File: src/hdl/ipem_pkg.sv
`default_nettype none
package ipem_pkg;

  localparam int PortCount   = 8;
  localparam int UsablePorts = (PortCount < 8) ? PortCount : 8;
  localparam logic [7:0] LineMask = 8'((1 << UsablePorts) - 1);

  localparam int InDataW  = 24;
  localparam int OutDataW = 32;

  typedef enum logic {
    IrqIdle,
    IrqWait
  } irq_state_e;

  typedef struct packed {
    logic       step;
    logic       txn;
    logic       ack_any;
    logic [7:0] lines;
  } irq_req_t;

  typedef struct packed {
    logic       pending;
    logic [3:0] source;
  } irq_status_t;

endpackage
`default_nettype wire

File: src/hdl/ipem_irq_ctrl.sv
`default_nettype none
module ipem_irq_ctrl (
  input  wire logic                 clk_i,
  input  wire logic                 rst_ni,
  input  wire ipem_pkg::irq_req_t   req_i,
  output      ipem_pkg::irq_status_t status_o
);
  import ipem_pkg::*;

  irq_state_e state_q, state_d;
  logic [3:0] src_q, src_d;
  logic       found;
  logic [3:0] num;
  logic       capture;

  // lowest raised line wins
  always_comb begin
    found = 1'b0;
    num   = '0;
    for (int i = 7; i >= 0; i--) begin
      if (req_i.lines[i]) begin
        found = 1'b1;
        num   = 4'(i + 1);
      end
    end
  end

  assign capture = (state_q == IrqIdle) && req_i.step && !req_i.txn && found;

  always_comb begin
    state_d = state_q;
    src_d   = src_q;
    case (state_q)
      IrqIdle: begin
        if (capture) begin
          state_d = IrqWait;
          src_d   = num;
        end
      end
      IrqWait: begin
        if (req_i.step && req_i.ack_any) begin
          state_d = IrqIdle;
        end
      end
      default: state_d = IrqIdle;
    endcase
  end

  always_comb begin
    status_o.pending = (state_q == IrqWait);
    status_o.source  = src_q;
  end

  always_ff @(posedge clk_i or negedge rst_ni) begin
    if (!rst_ni) begin
      state_q <= IrqIdle;
      src_q   <= '0;
    end else begin
      state_q <= state_d;
      src_q   <= src_d;
    end
  end

  a_release: assert property (@(posedge clk_i) disable iff (!rst_ni)
    (state_q == IrqWait) && req_i.step && req_i.ack_any |=> state_q == IrqIdle)
    else $error("ack did not release interrupt");

  a_capture_cause: assert property (@(posedge clk_i) disable iff (!rst_ni)
    $rose(state_q == IrqWait) |-> $past(req_i.step && !req_i.txn && (req_i.lines != '0)))
    else $error("interrupt raised without a request");

  a_src_change: assert property (@(posedge clk_i) disable iff (!rst_ni)
    !$stable(src_q) |-> $past(state_q == IrqIdle && req_i.step))
    else $error("source number changed outside capture");

  a_src_nonzero: assert property (@(posedge clk_i) disable iff (!rst_ni)
    (state_q == IrqWait) |-> (src_q != '0) && (src_q <= 4'(UsablePorts)))
    else $error("pending interrupt with bad source number");

endmodule
`default_nettype wire

File: src/hdl/ip_port_enable_and_irq_manager_top.sv
// Port enable decoder and interrupt manager.
// Slave stream: one item per clock tick of the controlled system, carrying
//   the CPU control word and the IP interrupt lines. Master stream: one
//   result item per input item, in order.
// The enable/ack one-hots are decoded from the item's own control word;
//   cpu_interrupt and irq_source_number show the controller state as left
//   by the previous items, and the state is updated as the item passes.
// An accepted item passes the input register, then the result register,
//   before it is presented on the master side.
// Throughput: one item per cycle unless the receiver stalls; one compare,
//   a 3-to-8 decode and an 8-line priority encoder lie between the registers.
// Reset clears both stream registers and the controller: idle, source
//   number zero. When the receiver stalls, the result register holds its
//   item, the input register fills, and s_axis_tready_o drops until the
//   result is taken; nothing is lost or repeated.
`default_nettype none
module ip_port_enable_and_irq_manager_top (
  input  wire logic                          clk_i,
  input  wire logic                          rst_ni,
  input  wire logic                          s_axis_tvalid_i,
  output      logic                          s_axis_tready_o,
  // [15:0] control_word, [23:16] irq_lines
  input  wire logic [ipem_pkg::InDataW-1:0]  s_axis_tdata_i,
  output      logic                          m_axis_tvalid_o,
  input  wire logic                          m_axis_tready_i,
  // [0] transaction_active, [3:1] selected_port, [4] port_valid,
  // [12:5] enable_vector, [20:13] ack_vector, [21] cpu_interrupt,
  // [25:22] irq_source_number, [26] bus_write_strobe, [31:27] zero
  output      logic [ipem_pkg::OutDataW-1:0] m_axis_tdata_o
);
  import ipem_pkg::*;

  logic                in_valid_q, in_valid_d;
  logic [15:0]         cw_q;
  logic [7:0]          lines_q;
  logic                out_valid_q, out_valid_d;
  logic [OutDataW-1:0] out_data_q, out_data_d;
  logic                advance;
  logic                s_accept;

  logic        txn;
  logic        ack_bit;
  logic [11:0] idx;
  logic        valid;
  logic [7:0]  onehot;
  logic [7:0]  enab;
  logic [7:0]  ackv;
  logic        strobe;

  irq_req_t    irq_req;
  irq_status_t irq_status;

  assign advance         = in_valid_q && (!out_valid_q || m_axis_tready_i);
  assign s_axis_tready_o = !in_valid_q || advance;
  assign s_accept        = s_axis_tvalid_i && s_axis_tready_o;

  assign txn     = cw_q[12];
  assign ack_bit = cw_q[13];
  assign idx     = cw_q[11:0] - 12'd1;
  assign valid   = (idx < 12'(UsablePorts));
  assign onehot  = valid ? (8'd1 << idx[2:0]) : 8'd0;
  assign enab    = txn ? onehot : 8'd0;
  assign ackv    = (txn && ack_bit) ? onehot : 8'd0;
  assign strobe  = irq_status.pending && !txn;

  always_comb begin
    irq_req.step    = advance;
    irq_req.txn     = txn;
    irq_req.ack_any = (ackv != 8'd0);
    irq_req.lines   = lines_q & LineMask;
  end

  ipem_irq_ctrl u_irq_ctrl (
    .clk_i    (clk_i),
    .rst_ni   (rst_ni),
    .req_i    (irq_req),
    .status_o (irq_status)
  );

  assign out_data_d = {5'd0, strobe, irq_status.source, irq_status.pending,
                       ackv, enab, valid, idx[2:0], txn};

  always_comb begin
    in_valid_d = in_valid_q;
    if (s_accept) begin
      in_valid_d = 1'b1;
    end else if (advance) begin
      in_valid_d = 1'b0;
    end
    out_valid_d = out_valid_q;
    if (advance) begin
      out_valid_d = 1'b1;
    end else if (m_axis_tready_i) begin
      out_valid_d = 1'b0;
    end
  end

  always_ff @(posedge clk_i or negedge rst_ni) begin
    if (!rst_ni) begin
      in_valid_q  <= 1'b0;
      out_valid_q <= 1'b0;
    end else begin
      in_valid_q  <= in_valid_d;
      out_valid_q <= out_valid_d;
    end
  end

  always_ff @(posedge clk_i) begin
    if (s_accept) begin
      cw_q    <= s_axis_tdata_i[15:0];
      lines_q <= s_axis_tdata_i[23:16];
    end
    if (advance) begin
      out_data_q <= out_data_d;
    end
  end

  assign m_axis_tvalid_o = out_valid_q;
  assign m_axis_tdata_o  = out_data_q;

  a_no_overrun: assert property (@(posedge clk_i) disable iff (!rst_ni)
    out_valid_q && !m_axis_tready_i |=> out_valid_q && $stable(out_data_q))
    else $error("stalled result overwritten");

  a_hold_input: assert property (@(posedge clk_i) disable iff (!rst_ni)
    in_valid_q && !advance |-> !s_axis_tready_o)
    else $error("input register accepted while occupied");

  a_enable_valid: assert property (@(posedge clk_i) disable iff (!rst_ni)
    advance |=> (out_data_q[12:5] == 8'd0) || (out_data_q[0] && out_data_q[4]))
    else $error("enable without valid transaction");

endmodule
`default_nettype wire

File: config.mk
export PLATFORM = sky130hd
export DESIGN_NAME = ip_port_enable_and_irq_manager_top
export DESIGN_NICKNAME = d
export VERILOG_FILES = /design/src/hdl/ipem_pkg.sv /design/src/hdl/ipem_irq_ctrl.sv /design/src/hdl/ip_port_enable_and_irq_manager_top.sv
export SDC_FILE = /design/constraint.sdc
export NUM_CORES = 1
export LEC_CHECK = 0
export BUFFER_PORTS_ARGS = -buffer_cell sky130_fd_sc_hd__buf_4
export CAP_MARGIN = 20
export CORE_MARGIN = 3
export CORE_UTILIZATION = 50
export CTS_CLUSTER_SIZE = 10
export DETAILED_ROUTE_END_ITERATION = 12
export GPL_TIMING_DRIVEN = 0
export PLACE_DENSITY = 0.75
export SETUP_SLACK_MARGIN = 0.4
export SKIP_LAST_GASP = 1
export SYNTH_ARGS = -nofsm -noshare
export SYNTH_HDL_FRONTEND = slang
export SYNTH_SLANG_ARGS = --single-unit
File: constraint.sdc
create_clock -name clk_i -period 4.8 [get_ports clk_i]
set_clock_uncertainty 0.05 [all_clocks]
set_input_delay 0.48 -clock clk_i [delete_from_list [all_inputs] [get_ports clk_i]]
set_output_delay 0.48 -clock clk_i [all_outputs]
set_load 0.005 [all_outputs]
# Yosys cells after proc, flatten, opt, wreduce, memory -nomap -nowiden

Cells that the tools add are included.

Bits in registers: 56
Output and inout port bits: 34
Word-level logic and storage cells: 54

Add/sub/neg operators: 1
$lt $le $gt $ge: 1
Shift operators: 1
Multiplexer cells: 25
Bitwise gates (word level): 1
Reductions and logical operators: 17

Operators with widths:

| cell                                                | count |
|---|---|
| two-way mux 4 bit                                   | 8 |
| two-way mux 8 bit                                   | 2 |
| two-way mux 1 bit                                   | 14 |
| < comparator 12 x 4 -> 1 bit, second input constant | 1 |
| subtractor 12 x 1 -> 12 bit, second input constant  | 1 |
| logical AND 1 bit                                   | 8 |
| nonzero test 8 bit                                  | 1 |
| left shift 1 x 3 -> 8 bit, first input constant     | 1 |
| nonzero test 2 bit                                  | 2 |
| logical NOT 1 bit                                   | 3 |
| logical OR 1 bit                                    | 2 |
| case mux 1 bit (2 select lines)                     | 1 |
| AND reduction 2 bit                                 | 1 |
| inverter 1 bit                                      | 1 |

# Logic depth before layout (Yosys ltp)

Gate-level depths: netlist of run 1.

Depth after elaboration: 11
Mapped depth: 6
Gate-level depth less buffers: 6

# By module

Synthesis of run 1 repeated with hierarchy kept, for this count alone.

Cells, all modules: 160
Area total of the unflattened synthesis: 2,427.3 um^2

Modules (own cells, without submodules):

| module                             | instances | cells an instance | area an instance (um^2) | seq. area each (um^2) |
|---|---|---|---|---|
| ip_port_enable_and_irq_manager_top | 1         | 129               | 2,107.0                 | 1,521.5 |
| ipem_irq_ctrl                      | 1         | 31                | 320.3                   | 125.1 |

# Worst setup path after synthesis of run 1

Ideal clock, no wire load.

Kind: flip-flop to flip-flop
Start point: reg cw_q[0]
End point: reg out_data_q[10], in the netlist m_axis_tdata_o[10] (data pin)
Library setup time: 153 ps
Data arrival time: 1,584 ps
Required time: 4,597 ps
Path slack: 3,013 ps
Cell stages (with the launch flop): 7
Path buffers: 0
Period minus slack after synthesis: 1,787 ps
Cells stage by stage: edfxtp_1 inv_1 ha_1 and2b_1 o211ai_1 nand4_4 nor3_2

Longest elaborated chain between the ends: 3

Ends and longest elaborated chain:

| what                                                                      | RTL line                                                                           | text |
|---|---|---|
| start: declaration                                                        | ip_port_enable_and_irq_manager_top.sv:34                                           | `logic [15:0] cw_q;` |
| start signal: assignment                                                  | ip_port_enable_and_irq_manager_top.sv:110                                          | `cw_q <= s_axis_tdata_i[15:0];` |
| subtractor 12 x 1 -> 12 bit *                                             | ip_port_enable_and_irq_manager_top.sv:59                                           | `assign idx = cw_q[11:0] - 12'd1;` |
| named net idx[0]                                                          | ip_port_enable_and_irq_manager_top.sv:43                                           | `logic [11:0] idx;` |
| < comparator 12 x 4 -> 1 bit or left shift 1 x 3 -> 8 bit (tied branches) | ip_port_enable_and_irq_manager_top.sv:60, ip_port_enable_and_irq_manager_top.sv:61 |  |
| two-way mux 8 bit *                                                       | ip_port_enable_and_irq_manager_top.sv:61                                           | `assign onehot = valid ? (8'd1 << idx[2:0]) : 8'd0;` |
| end signal: assignment                                                    | ip_port_enable_and_irq_manager_top.sv:114                                          | `out_data_q <= out_data_d;` |
| end: declaration                                                          | ip_port_enable_and_irq_manager_top.sv:37                                           | `logic [OutDataW-1:0] out_data_q, out_data_d;` |

The timed path passes the listed nets; every way through them passes the cells marked *.
A chain may end at the register's enable or synchronous reset.

# Worst setup path in the final report of run 1

Start point: reg cw_q[0]
End point: reg out_data_q[18], in the netlist m_axis_tdata_o[18] (data pin)

Longest elaborated chain between the ends: 4

Ends and longest elaborated chain:

| what                                                                      | RTL line                                                                           | text |
|---|---|---|
| subtractor 12 x 1 -> 12 bit *                                             | ip_port_enable_and_irq_manager_top.sv:59                                           |  |
| named net idx[0]                                                          | ip_port_enable_and_irq_manager_top.sv:43                                           |  |
| < comparator 12 x 4 -> 1 bit or left shift 1 x 3 -> 8 bit (tied branches) | ip_port_enable_and_irq_manager_top.sv:60, ip_port_enable_and_irq_manager_top.sv:61 |  |
| two-way mux 8 bit *                                                       | ip_port_enable_and_irq_manager_top.sv:61                                           |  |
| two-way mux 8 bit *                                                       | ip_port_enable_and_irq_manager_top.sv:63                                           | `assign ackv = (txn && ack_bit) ? onehot : 8'd0;` |
| named net ackv[5]                                                         | ip_port_enable_and_irq_manager_top.sv:47                                           | `logic [7:0] ackv;` |

Marks and branches as above.

==> results of run 1 <==
[synthesized netlist by cell type]
master	instances
nand3b_1	1
and2b_1	1
mux2_2	1
dfrtp_1	7
buf_4	5
and3_1	2
conb_1	1
a21oi_1	6
nor4_1	3
and3_2	1
o211ai_1	1
nor4_4	1
nor3_1	8
and2_1	2
ha_1	6
o21bai_1	1
nor2_1	10
nor2b_1	1
and2_2	1
or4_4	1
a311o_2	1
o21ai_0	3
inv_1	12
a41oi_1	1
nand4_4	2
edfxtp_1	49
nand3_1	2
nor3_2	6
nand2b_1	5
nand2_1	2
inv_2	1
a31oi_1	1
[cell type report]
type                    instances  area, µm²  share of cell area, %
multi-input cells              75        533                   18.6
inverters                      13       48.8                   1.70
clock inverters                 2       10.0                  0.349
clock buffers                   6       82.6                   2.88
flip-flops and latches         56       1650                   57.5
plain buffers                   5       37.5                   1.31
repair buffers                 56        443                   15.5
well taps                      50       62.6                   2.18
[sequential cells by signal (all words and copies together) (netlist names)]
| name | count |
|---|---|
| m_axis_tdata_o | 27 |
| cw_q | 14 |
| lines_q | 8 |
| u_irq_ctrl.src_q | 4 |
| in_valid_q | 1 |
| m_axis_tvalid_o | 1 |
| u_irq_ctrl.state_q | 1 |
[layer usage]
| metal | GRT usage [%] | part of all wire, % |
|---|---|---|
| met4 | 5.53 | 1.5 |
| met2 | 26.5 | 51 |
| met3 | 5.37 | 7.9 |
| met1 | 17.1 | 40 |
| met5 | 0 | 0 |
[timing repair]
action	CTS	global route
gates resized for setup	0	0
hold endpoints to repair	7	0
hold buffers	1	0
[power breakdown]
group	switching [mW]	internal [mW]	leakage [nW]
Sequential	0.0236	0.586	0.559
Clock	0.145	0.115	0.0510
Combinational	0.0563	0.0632	0.538
Total	0.225	0.764	1.15
[critical path, stage by stage (launching register included)]
cell,delay (ns)
edfxtp_1,0.44
inv_1,0.11
ha_1,0.26
and2b_1,0.17
o211ai_1,0.43
nand4_4,0.24
nor3_1,0.22
[logic make-up after synthesis]
| group | after synthesis |
|---|---|
| buf+inv | 18 |
| simple gates | 49 |
| mux | 1 |
| compound gates | 14 |
| flops | 56 |
| fa+ha+maj | 6 |
| other cells | 1 |
[worst max path at each step]
stage                         start            endpoint  slack, ns  cells past startpoint
floorplan                   cw_q[0]  m_axis_tdata_o[10]       3.01                      6
global placement    m_axis_tready_i   m_axis_tdata_o[2]       2.77                      3
CTS                         cw_q[0]  m_axis_tdata_o[14]       2.68                      6
detailed placement  m_axis_tready_i  m_axis_tdata_o[18]       2.68                      3
global route                cw_q[0]   m_axis_tdata_o[5]       2.51                      6
finish                      cw_q[0]  m_axis_tdata_o[18]       2.71                      6
==> impl_metrics.env, run 1 <==
export IMPL_outcome="complete, no violations"
export IMPL_grt_pass1_vias=1295
export IMPL_grt_max_degree=28
export IMPL_hold_end="cw_q[9]"
export IMPL_path_max_fanout=8
export IMPL_cp_data_arrival_time_ns=2.19
export IMPL_hold_class="in2reg"
export IMPL_tns_ns=0
export IMPL_cts_sinks=56
export IMPL_die_h_um=73.1
export IMPL_synth_largest_area_cell="edfxtp_1"
export IMPL_fp_dieW_um=73.1
export IMPL_synth_ff_latch_count=56
export IMPL_power_density_nw_per_um2=346
export IMPL_rsz0062_at_grt="no"
export IMPL_final_cell_mix="buf_4, edfxtp_1, inv_1"
export IMPL_max_freq_mhz=478
export IMPL_min_from="s_axis_tdata_i[9]"
export IMPL_synth_compound_area_share_pct=3.84
export IMPL_cts_root_buf="clkbuf_8"
export IMPL_placed_cells=253
export IMPL_area_growth_pct=27.2
export IMPL_drc=0
export IMPL_cts_buffer_depth=2
export IMPL_syn_area_per_cell_um2=15.5
export IMPL_endpoint_kind="flip-flop"
export IMPL_nFillCells=286
export IMPL_fin_crit_sh_pct=43.6
export IMPL_leakagePower_nw=1.15
export IMPL_cts_buffers=5
export IMPL_synthSimpleGateAreaFrac_pct=15.2
export IMPL_syn_cell_area_um2=2250
export IMPL_pre_cts_ws_ns=2.68
export IMPL_post_cts_buffers=0
export IMPL_required_ns=4.89
export IMPL_synth_xor_area_share_pct=0
export IMPL_dr_first_iter_drc_count=69
export IMPL_hold_depth=1
export IMPL_final_max_slew_viol_count=0
export IMPL_hold_violations=0
export IMPL_firstDrtPassIters=4
export IMPL_core_um2=4170
export IMPL_finalInstanceArea_um2=2860
export IMPL_grt_ovfl_total=0
export IMPL_r2r_end="m_axis_tdata_o[18]"
export IMPL_setup_ws_ns=2.71
export IMPL_synth_mux_area_share_pct=0.500
export IMPL_numPortBuffers=54
export IMPL_power_mw=0.990
export IMPL_final_cells=263
export IMPL_antenna_found_initial=0
export IMPL_vias=1313
export IMPL_finalSetupViolCount=0
export IMPL_grt_pass1_wl_um=6040
export IMPL_cap_violations=0
export IMPL_dpl_instance_area_um2=2730
export IMPL_diodes=0
export IMPL_cts_tree="done"
export IMPL_cts_htree_levels=2
export IMPL_yosysTopAreaCellShare_pct=65.4
export IMPL_utilization_pct=68.6
export IMPL_synthCells=145
export IMPL_reg2reg_from="cw_q[0]"
export IMPL_yosys_area_share_adder_pct=3.34
export IMPL_pin_count=62
export IMPL_nets=246
export IMPL_post_route_min_period_ns=2.09
export IMPL_finalWeightedCongestion=0.841
export IMPL_row_count=23
export IMPL_yosysSeqAreaShare_pct=73.2
export IMPL_reg2regPathDepth=6
export IMPL_worstSetupPathType="reg2reg"
export IMPL_clkTransAtPathRegs_ns=0.10
export IMPL_insertion_delay_ns=0.30
export IMPL_ant_nets=0
export IMPL_track_usage_pct=15.2
export IMPL_worstMarginPinSlew_ns=0.929
export IMPL_fin_hold_ws_ns=0.294
export IMPL_dieArea_um2=5340
export IMPL_synth_cell_type_count=32
export IMPL_synth_top_family_by_area="simple AND/OR/NAND/NOR gates"
export IMPL_layout_drive_gt1_share_pct=39.0
export IMPL_synth_warnings=0
export IMPL_cp_start_kind="flip-flop"
export IMPL_maxSlewHeadroom_pct=38.1
export IMPL_rrSetupSlack_ns=2.71
export IMPL_initial_core_util_pct=53.9
export IMPL_vdd_drop_max_v=0.000182
export IMPL_post_dp_hpwl_um=2800
export IMPL_avgRoutedWirePerCell_um=14.5
export IMPL_layout_commonest_cell="buf_4"
export IMPL_wirelength_um=3820
export IMPL_ys_top_cells_by_area="edfxtp_1, dfrtp_1, ha_1"
export IMPL_via_per_inst=4.99
(Power assumes the default switching activity.)
==> run 2, diff against run 1 <==
Settings changed: CORE_UTILIZATION 50 to 46, PLACE_DENSITY 0.75 to 0.72.
Clock period 4.8 ns to 1.7 ns, I/O delays scaled along.
==> impl_metrics.env, run 2 (synthesis results as in run 1) <==
export IMPL_outcome="finished, violations left"
export IMPL_violations="setup timing"
export IMPL_clkTransAtPathRegs_ns=0.10
export IMPL_core_um2=4530
export IMPL_wirelength_um=4940
export IMPL_min_from="s_axis_tvalid_i"
export IMPL_ant_nets=0
export IMPL_cts_buffer_depth=2
export IMPL_top_layer="met4"
export IMPL_nets=289
export IMPL_cts_tree="done"
export IMPL_cts_root_buf="clkbuf_8"
export IMPL_power_density_nw_per_um2=902
export IMPL_track_usage_pct=17.2
export IMPL_worstSetupPathType="reg2reg"
export IMPL_finalWeightedCongestion=0.820
export IMPL_avgRoutedWirePerCell_um=15.4
export IMPL_area_growth_pct=51.1
export IMPL_firstDrtPassIters=4
export IMPL_cts_sinks=56
export IMPL_antenna_found_initial=0
export IMPL_grt_pass1_wl_um=7660
export IMPL_cts_buffers=5
export IMPL_path_max_fanout=8
export IMPL_dieArea_um2=5770
export IMPL_finalSetupViolCount=16
export IMPL_diodes=0
export IMPL_layout_drive_gt1_share_pct=50.0
export IMPL_reg2reg_from="cw_q[9]"
export IMPL_worstMarginPinSlew_ns=0.601
export IMPL_insertion_delay_ns=0.32
export IMPL_grt_ovfl_total=0
export IMPL_largest_reg_flops=27
export IMPL_grt_pass1_vias=1575
export IMPL_wl_met2_um=2710
export IMPL_maxSlewHeadroom_pct=59.6
export IMPL_row_count=24
export IMPL_setup_ws_ns=-0.141
export IMPL_final_max_slew_viol_count=0
export IMPL_cp_data_arrival_time_ns=1.95
export IMPL_pin_count=62
export IMPL_numPortBuffers=54
export IMPL_drc=0
export IMPL_vias=1544
export IMPL_leakagePower_nw=1.35
export IMPL_dr_first_iter_drc_count=53
export IMPL_crit_start="cw_q[9]"
export IMPL_pre_cts_ws_ns=-0.235
export IMPL_cp_start_kind="flip-flop"
export IMPL_layout_commonest_cell="buf_4"
export IMPL_rsz0062_at_grt="yes"
export IMPL_tns_ns=-1.12
export IMPL_cts_htree_levels=2
export IMPL_max_freq_mhz=543
export IMPL_die_h_um=76.0
export IMPL_final_cell_mix="buf_4, edfxtp_1, dlygate4sd3_1"
export IMPL_cap_violations=0
export IMPL_nFillCells=276
export IMPL_met3_wirelength_um=251
export IMPL_endpoint_kind="flip-flop"
export IMPL_post_dp_hpwl_um=2840
export IMPL_drt_met1_wl_um=1900
export IMPL_initial_core_util_pct=49.6
export IMPL_via_per_inst=4.81
export IMPL_hold_class="in2reg"
export IMPL_fp_dieW_um=76.0
export IMPL_post_route_min_period_ns=1.84
export IMPL_hold_violations=0
export IMPL_vdd_drop_max_v=0.000589
export IMPL_required_ns=1.81
export IMPL_grt_max_degree=18
export IMPL_fin_crit_sh_pct=108
run 2: changes by cell type in the layout (fill, tap and decap cells not counted), moves of 3 or more:
| cell | previous run | this run |
|---|---|---|
| nor3_2 | 6 | 12 |
| dlygate4sd3_1 | 1 | 23 |
| nor3_1 | 8 | 2 |
| buf_4 | 59 | 72 |
| buf_6 | 0 | 3 |
| and2_4 | 0 | 7 |
run 2: final cells by class:
type	count	area (µm²)	area share [%]
flip-flops and latches	56	1650	48.5
repair buffers	93	767	22.6
clock buffers	5	68.8	2.02
clock inverters	3	42.5	1.25
inverters	13	53.8	1.58
well taps	65	81.3	2.39
multi-input cells	81	702	20.6
plain buffers	5	37.5	1.10
run 2: worst paths after layout:
| path | to | slack, ns | cells after the start |
|---|---|---|---|
| setup / recovery | m_axis_tdata_o[15] | -0.14 | 5 |
| hold / removal | in_valid_q | 0.04 | 2 |
| hold reg to reg | m_axis_tdata_o[24] | 0.39 | 0 |
| setup reg to reg | m_axis_tdata_o[15] | -0.14 | 5 |
| min in group asynchronous | u_irq_ctrl.state_q | 0.15 | 2 |
| max in group asynchronous | u_irq_ctrl.src_q[0] | 1.31 | 2 |
run 2: layer usage:
metal	GRT usage, %	vias up
met5	0	-
met4	6.88	0
met3	4.86	8
met2	30.4	48
met1	19.6	741
li1	-	747
run 2: through the flow:
| step | utilization [%] | power (mW) | instances | area [µm²] | hold WS [ns] |
|---|---|---|---|---|---|
| final | 75.0 | 3.07 | 321 | 3400 | 0.0400 |
| after global routing | 75.0 | 3.20 | 321 | 3400 | 0.0470 |
| after CTS | 72.7 | 3.05 | 313 | 3290 | 0.00992 |
| after detailed placement | 61.5 | 2.10 | 268 | 2790 | -0.0601 |
| after global placement | 61.5 | 2.08 | 268 | 2790 | -0.0641 |
| after floorplan | - | 1.91 | 149 | 2300 | -0.176 |
run 2: worst max-delay path: stages (launching register included):
cell      delay, ns
edfxtp_1       0.38
or4_4          0.55
nor4_4         0.14
buf_4          0.18
nand4_4        0.17
nor3_2         0.22
run 2: what timing repair did:
action | 4_1_cts | 5_1_grt
buffers inserted | 10 | 6
setup endpoints to repair | 70 | 73
cloned | 4 | 2
pin swaps | 11 | 14
hold buffers | 23 | 0
endpoints found under the hold margin | 29 | 0
gates resized for setup | 16 | 15
run 2: power by group:
group / total, mW / switching (mW) / leakage [nW] / internal (mW)
logic: 0.475 / 0.210 / 0.740 / 0.265
registers: 1.73 / 0.0719 / 0.558 / 1.65
clock network: 0.866 / 0.429 / 0.0558 / 0.437
==> run 3, diff against run 2 <==
Settings changed: ABC_AREA set to 1, BUFFER_PORTS_ARGS -buffer_cell sky130_fd_sc_hd__buf_4 to -buffer_cell sky130_fd_sc_hd__buf_2, CORE_UTILIZATION 46 to 47, HOLD_SLACK_MARGIN set to 0.05, PLACE_DENSITY 0.72 to 0.73.
==> impl_metrics.env, run 3 <==
export IMPL_pre_cts_ws_ns=-0.170
export IMPL_layout_commonest_cell="buf_2"
export IMPL_initial_core_util_pct=49.4
export IMPL_required_ns=1.79
export IMPL_hold_violations=0
export IMPL_synth_most_common_cell="edfxtp_1"
export IMPL_clkTransAtPathRegs_ns=0.10
export IMPL_power_mw=3.27
export IMPL_finalSetupViolCount=11
export IMPL_nets=341
export IMPL_grt_ovfl_total=0
export IMPL_antenna_found_initial=0
export IMPL_fin_crit_sh_pct=103
export IMPL_diodes=0
export IMPL_grt_pass1_vias=1707
export IMPL_worstMarginPinSlew_ns=0.515
export IMPL_synth_largest_area_cell="edfxtp_1"
export IMPL_via_per_inst=4.61
export IMPL_synth_cell_type_count=25
export IMPL_rsz0062_at_grt="yes"
export IMPL_fin_hold_ws_ns=0.119
export IMPL_insertion_delay_ns=0.31
export IMPL_synth_warnings=0
export IMPL_synth_common_cells="edfxtp_1, nand2_1, nor2_1"
export IMPL_cts_root_buf="clkbuf_8"
export IMPL_fp_dieW_um=76.9
export IMPL_grt_pass1_wl_um=7710
export IMPL_cap_violations=0
export IMPL_path_max_fanout=5
export IMPL_cts_buffer_depth=2
export IMPL_track_usage_pct=16.7
export IMPL_leakagePower_nw=1.49
export IMPL_vias=1730
export IMPL_dr_first_iter_drc_count=82
export IMPL_ant_nets=0
export IMPL_wirelength_um=4830
export IMPL_endpoint_kind="flip-flop"
export IMPL_cts_tree="done"
export IMPL_worstSetupPathType="reg2reg"
export IMPL_finalWeightedCongestion=0.746
export IMPL_syn_area_per_cell_um2=12.1
export IMPL_drc=0
export IMPL_die_h_um=76.9
export IMPL_max_freq_mhz=570
export IMPL_final_max_slew_viol_count=0
export IMPL_firstDrtPassIters=4
export IMPL_synthCells=195
export IMPL_area_growth_pct=48.7
export IMPL_layout_drive_gt1_share_pct=43.8
export IMPL_cp_start_kind="flip-flop"
export IMPL_cts_htree_levels=2
export IMPL_final_cell_mix="buf_2, edfxtp_1, nand2_1"
export IMPL_largest_reg_flops=27
export IMPL_setup_ws_ns=-0.0536
export IMPL_finalInstanceArea_um2=3520
export IMPL_numPortBuffers=54
export IMPL_slowest_delay_ns=0.41
export IMPL_dpl_instance_area_um2=2780
export IMPL_yosysSeqAreaShare_pct=69.6
export IMPL_cts_buffers=5
export IMPL_outcome="finished, violations left"
export IMPL_async_flop_share_pct=12.5
export IMPL_tns_ns=-0.327
export IMPL_synth_edff_count=49
export IMPL_ys_top_cells_by_area="edfxtp_1, dfrtp_1, nand2_1"
export IMPL_power_density_nw_per_um2=930
export IMPL_syn_cell_area_um2=2360
export IMPL_crit_path_top_delay_cell="edfxtp_1"
export IMPL_cp_data_arrival_time_ns=1.84
export IMPL_cts_sinks=56
export IMPL_synth_ff_type="edfxtp_1"
export IMPL_row_count=25
export IMPL_violations="setup timing"
export IMPL_post_dp_hpwl_um=2620
export IMPL_cp_common_cell="inv_2"
export IMPL_core_um2=4790
export IMPL_synth_ff_latch_count=56
export IMPL_pin_count=62
export IMPL_hold_class="in2reg"
export IMPL_maxSlewHeadroom_pct=65.6
export IMPL_path_cells="inv_2 -> ha_4 -> inv_2 -> o21ai_2 -> nand3_2 -> nor2_4 -> nand2_4 -> buf_4 -> nor4_4"
export IMPL_dieArea_um2=5920
export IMPL_avgRoutedWirePerCell_um=12.9
export IMPL_post_route_min_period_ns=1.75
export IMPL_yosysTopAreaCellShare_pct=62.2
export IMPL_vdd_drop_max_v=0.000738
export IMPL_grt_max_degree=29
-- run 3: changes by cell type in the layout (fill, tap and decap cells not counted), moves of 6 or more --
cell | previous run | this run
nand2_1 | 0 | 29
inv_1 | 10 | 17
buf_4 | 72 | 18
nand4_1 | 0 | 8
and2_4 | 7 | 0
nor2_1 | 8 | 19
nor3_2 | 12 | 6
buf_2 | 0 | 54
-- run 3: cell families after synthesis --
group | after synthesis | synth area share [%]
adders and majority gates | 6 | 3.17
AOI/OAI and AO/OA | 9 | 2.28
and+or+nand+nor | 92 | 19.0
buffers and inverters | 31 | 5.77
DFF | 56 | 69.6
other | 1 | 0.159
-- run 3: final timing paths --
check / start / end / slack (ns) / cells past startpoint
setup / recovery: cw_q[0] / m_axis_tdata_o[16] / -0.05 / 9
hold / removal: m_axis_tready_i / in_valid_q / 0.12 / 4
setup reg to reg: cw_q[0] / m_axis_tdata_o[16] / -0.05 / 9
hold reg to reg: u_irq_ctrl.src_q[2] / m_axis_tdata_o[24] / 0.42 / 0
max in group asynchronous: rst_ni / u_irq_ctrl.state_q / 1.28 / 2
min in group asynchronous: rst_ni / u_irq_ctrl.src_q[3] / 0.15 / 2
-- run 3: metal layers --
metal / vias to the layer above / global-route usage, % / part of all wire, %
met5: - / 0 / 0
met4: 0 / 3.80 / 1.5
met3: 9 / 4.34 / 5.9
met2: 59 / 32.0 / 56
met1: 784 / 18.3 / 37
li1: 878 / - / -
-- run 3: area by class of cell --
type | count | area, µm²
Sequential cell | 56 | 1650
Fill cell | 320 | 1270
Multi-Input combinational cell | 113 | 798
Timing Repair Buffer | 97 | 677
Inverter | 25 | 115
Tap cell | 67 | 83.8
Clock buffer | 6 | 82.6
Buffer | 6 | 52.6
Clock inverter | 2 | 38.8
Timing Repair inverter | 3 | 22.5
-- run 3: report_power, final --
| part | total, mW | leakage (nW) | internal [mW] | switching [mW] |
|---|---|---|---|---|
| combinational | 0.540 | 0.871 | 0.240 | 0.300 |
| clock | 0.906 | 0.0614 | 0.482 | 0.424 |
| sequential | 1.82 | 0.562 | 1.73 | 0.0957 |
-- run 3: metrics by stage --
| step | instances | util, % |
|---|---|---|
| after floorplan | 199 | - |
| after CTS | 370 | 70.0 |
| after global placement | 320 | 58.1 |
| after detailed placement | 320 | 58.1 |
| after global routing | 375 | 73.5 |
| final | 375 | 73.5 |
-- run 3: worst max-delay path, delay by kind of cell (launching register included) --
| kind | cells | cell delay (ns) |
|---|---|---|
| simple gates | 4 | 0.55 |
| flops | 1 | 0.41 |
| fa+ha+maj | 1 | 0.15 |
| buf+inv | 3 | 0.31 |
| compound gates | 1 | 0.11 |
-- run 3: repair_timing --
item	CTS	global route
resized for setup	17	31
buffers inserted	17	3
hold buffers	23	0
endpoints found under the hold margin	29	0
pin swaps	13	9
setup endpoints to repair	69	72
gates cloned	2	2
